[src/rtl/core/plob_ram.sv]
// Generic single-write, single-read RAM with registered read data.
// No dependencies.
`timescale 1ns / 1ps

module plob_ram #(
  parameter int WIDTH = 8,
  parameter int DEPTH = 16
) (
  input  logic                                      clk,
  input  logic                                      we,
  input  logic [(DEPTH > 1 ? $clog2(DEPTH) : 1)-1:0] waddr,
  input  logic [WIDTH-1:0]                          wdata,
  input  logic [(DEPTH > 1 ? $clog2(DEPTH) : 1)-1:0] raddr,
  output logic [WIDTH-1:0]                          rdata
);

  logic [WIDTH-1:0] mem [DEPTH];

  always_ff @(posedge clk) begin
    if (we) begin
      mem[waddr] <= wdata;
    end
    rdata <= mem[raddr];
  end

endmodule

[config.mk]
export PLATFORM = sky130hd
export DESIGN_NAME = plob_ram
export DESIGN_NICKNAME = d
export VERILOG_FILES = /design/src/rtl/core/plob_ram.sv
export SDC_FILE = /design/constraint.sdc
export NUM_CORES = 1
export LEC_CHECK = 0
export ABC_AREA = 1
export BUFFER_PORTS_ARGS = -buffer_cell sky130_fd_sc_hd__buf_2
export CAP_MARGIN = 20
export CORE_MARGIN = 2
export CORE_UTILIZATION = 55
export DETAILED_ROUTE_END_ITERATION = 8
export PLACE_DENSITY = 0.75
export SETUP_SLACK_MARGIN = 0.15
export SYNTH_ARGS = -nofsm -noshare
export SYNTH_HDL_FRONTEND = slang
export SYNTH_SLANG_ARGS = --single-unit
[constraint.sdc]
create_clock -name clk -period 1.08 [get_ports clk]
set_input_delay 0.216 -clock clk [delete_from_list [all_inputs] [get_ports clk]]
set_output_delay 0.216 -clock clk [all_outputs]
set_load 0.01 [all_outputs]
* Yosys cells after proc, flatten, opt, wreduce, memory -nomap -nowiden
Memory sizes are Yosys's and may differ from the RTL's. A register that Yosys moved wholly into a read port is not among the register bits.
Cells that the tools add are included.
** Storage, ports and cells
- Flip-flop bits (word level) :: 0
- Memory bits (writable) :: 128
- Input bits :: 18
- Memories kept :: 1
** Memory list
- mem :: words 16, bits a word 8, read ports 1, clocked after Yosys merged registers in 1, wr ports 1, RTL line 17 : logic [WIDTH-1:0] mem [DEPTH];
** Operators by class
- Multiplexer cells :: 2
** Operators by type and width (number)
- $mux W1 :: 2

* Depth between registers and ports, before layout
- Depth in word-level cells :: 2
- Depth in mapped cells :: 8
- Depth with buffers taken out :: 7

* Worst setup path before layout
No wires, ideal clock.
- Kind :: input to register
- Start point :: input port waddr[3] in the netlist's numbering
- End point :: memory mem[4][0], enable pin
- Data arrival time :: 0.797 ns
- Setup slack :: -0.087 ns
- Stages :: 2
- Buffers on the path :: 0
- Cell sequence :: nand3b_1 nor2_1
** RTL lines
- from (decl) :: RTL line 11 : input logic [(DEPTH > 1 ? $clog2(DEPTH) : 1)-1:0] waddr,
- to (decl) :: RTL line 17
No word-level cell before the write port.

* Worst setup path in the final report
- Start point :: register rdata[0], read port of mem
- End point :: output port rdata[0]
** RTL lines
- from (decl) :: RTL line 14 : output logic [WIDTH-1:0] rdata
No word-level cell between the ends.

==> flow_summary_export.csv <==
group,metric,value,unit
outcome,outcome,"complete, but fails checks",
outcome,violations,"negative setup slack",
global_route,grt.total_usage,24.32,%
finish,syn_to_final_growth,24.58,%
logic_synthesis,syn_area_per_cell,10.47,um2
logic_synthesis,synth-edff-count,128,
timing,hold_viol,0,
clocking,clk_pin_slew_worst_paths,0.06,ns
logic_synthesis,synth_area,5767,um2
finish,multi_input_area,1579,um2
logic_synthesis,synth_top_area_share,66.65,%
timing,rsz0062_at_grt,"true",
floorplanning,ios,26,
floorplanning,core-area,10230,um2
timing,skew,0.007003,ns
routing,vias_per_cell,5.239,
critical_path,cpMaxStageDelayCell,"dfxtp_2",
finish,layout.nets,623,
timing,fin_crit,1.161,ns
finish,final_cell_area,7184,um2
critical_path,crit_path_start_kind,"flip-flop",
place,dp_hpwl,8146,um
routing,finalWirelength,12850,um
logic_synthesis,yosysSeqAreaShare,69.43,%
timing,slew_violations,0,
logic_synthesis,synth_most_common_cell,"nand2_1",
clocking,root_buffer,"clkbuf_8",
routing,drtPass1Iterations,5,
routing,drc,0,
global_route,overflow,0,
logic_synthesis,ys_warn_count,0,
flow_run,maxCapViolations,0,
routing,detail-route-antenna-nets,0,
place,dp_cells,721,
finish,register_area,4008,um2
floorplanning,die_w,106.4,um
timing,slew-limit-headroom,70.95,%
logic_synthesis,synth_largest_area_cell,"edfxtp_1",
routing,drtIter0Drc,338,
global_route,grt_max_degree,33,
clocking,cts_tree,"yes",
power,peakVddDrop,1027,uV
floorplanning,initial_utilization,56.37,%
global_route,grt_pass1_vias,3944,
clocking,htreeDepth,4,
critical_path,cp.arrival,0.94,ns
logic_synthesis,syn-num-nets,569,
timing,min_period_over_period,107.5,%
place,dpl_cell_area,6359,um2
power,p_leak,3.088,nW
floorplanning,die_area,11320,um2
critical_path,slowest_delay,0.32,ns
logic_synthesis,yosys-top-cells-count,"nand2_1 (173), edfxtp_1 (128), inv_1 (100), nand3_1 (97), nor2_1 (17)",
timing,worstMarginPinSlew,0.4352,ns
timing,setup_ws,-0.08081,ns
timing,max_freq,861.5,MHz
floorplanning,die_y,106.4,um
logic_synthesis,ys_types,12,
floorplanning,std_cell_rows,37,
logic_synthesis,synthFlopType,"edfxtp_1",
critical_path,crit_required,0.86,ns
timing,setup_viol,8,
clocking,postCtsSetupRepairBufs,0,
finish,drive_gt1_share,27.18,%
critical_path,path_delay_family,"flip-flops",
critical_path,path_buf_inv,1,
place,gp_congestion,0.8453,
worst_hold_path,hp-class,"in -> reg",
routing,wl_per_cell,17.04,um
clocking,cts_sinks,136,
place,port_buffers,25,
logic_synthesis,syn_inst,551,
finish,diodes,0,
logic_synthesis,synthTopCellsByArea,"edfxtp_1 (67%), nand2_1 (11%), nand3_1 (8.4%)",
critical_path,crit_path_max_fanout,1,
clocking,numCtsBuffers,17,
finish,fin_cells,754,
critical_path,end_kind,"primary output",
critical_path,cp_cell_sequence,"buf_6",
finish,num-fill-cells,698,
critical_path,criticalPathCategory,"reg -> out",
logic_synthesis,synth_seq_cells,136,
clocking,clk_path_buf_depth,2,
logic_synthesis,synthArstFlopShare,0,%
routing,via_count,3950,
power,power_density,1684,nW/um2
global_route,antenna_found_initial,0,
clocking,clock_latency,0.51,ns
global_route,grt_pass1_wl,19950,um
==> layout by cell type (no fill, tap or decap) <==
cell type        n
clkinv_2         4
nand3_4          1
inv_2            3
clkbuf_16       16
edfxtp_1       128
nand3_1         50
nand3_2         46
clkbuf_1         4
buf_2           22
dfxtp_2          3
bufinv_16        1
clkbuf_8         4
dlygate4sd3_1    1
buf_12           8
nor2_2           8
clkinvlp_4       3
nand2_4          1
nand3b_1         2
buf_6            3
dfxtp_1          5
nand2_2         11
nand2_1        161
nor2_4           9
inv_1           99
buf_4           25
==> kinds of logic (layout without fill, tap and decap cells) <==
family                 count (synthesis)  in the layout  share of synthesized area (%)
AND/OR/NAND/NOR                      289            289                          21.05
flip-flops                           136            136                          69.43
buffers and inverters                126            193                          9.525
==> flip-flops by register name, summed over array words and instances, names as in the netlist <==
register  cells
rdata         8
mem         128
==> path summary, 6_finish.rpt <==
path                            slack (ns)  endpoint       start  depth (start not counted)
worst max register to register        0.06  rdata[1]   mem[0][1]                          6
worst min-delay path                  0.03  rdata[2]    raddr[3]                          3
worst max-delay path                 -0.08  rdata[0]    rdata[0]                          1
worst min register to register        0.67  rdata[4]  mem[14][4]                          6
==> worst reg2reg max path: stages, from the launching register on <==
cell	delay, ns
edfxtp_1	0.39
inv_1	0.08
nand2_1	0.08
nand3_2	0.07
nand3_2	0.09
nand3_2	0.11
nand2_2	0.08
==> routing by layer <==
metal,vias up,part of all wire [%],GRT usage [%]
met4,0,3.3,11.75
met5,-,0,0
met2,160,51,40.20
met3,30,6.5,6.009
li1,1882,-,-
met1,1878,39,30.07
==> area by class of cell <==
cell class	instances	area share, %
Sequential cell	136	55.78
Multi-Input combinational cell	289	21.98
Timing Repair Buffer	59	6.984
Clock buffer	24	6.548
Inverter	102	5.329
Tap cell	136	2.369
Clock inverter	8	1.010
==> repair_timing <==
action	in CTS	in global routing
pin swaps	29	25
endpoints found under the hold margin	1	0
gates resized for setup	31	29
hold buffers	1	0
endpoints found under the setup margin	16	16
cloned	0	0
==> through the flow <==
step	utilization (%)	hold WS [ns]	TNS, ns	worst slack [ns]	power, mW
after floorplan	-	0.3149	-0.6170	-0.009641	6.502
after global placement	62.15	0.5460	-18.87	-0.2248	6.854
after detailed placement	62.15	0.5508	-21.46	-0.2563	6.881
after CTS	68.93	0.01439	-0.7578	-0.1057	12.09
after global routing	70.22	0.01964	-0.8765	-0.1264	12.47
final	70.22	0.03244	-0.5681	-0.08081	12.10
==> where the power goes <==
group / internal, mW / leakage, nW / switching, mW
clock: 3.22 / 0.261 / 1.99
sequential: 5.91 / 1.22 / 0.0348
combinational: 0.334 / 1.60 / 0.615
total: 9.45 / 3.09 / 2.64
Note: power is estimated with default switching activity, not from simulation.
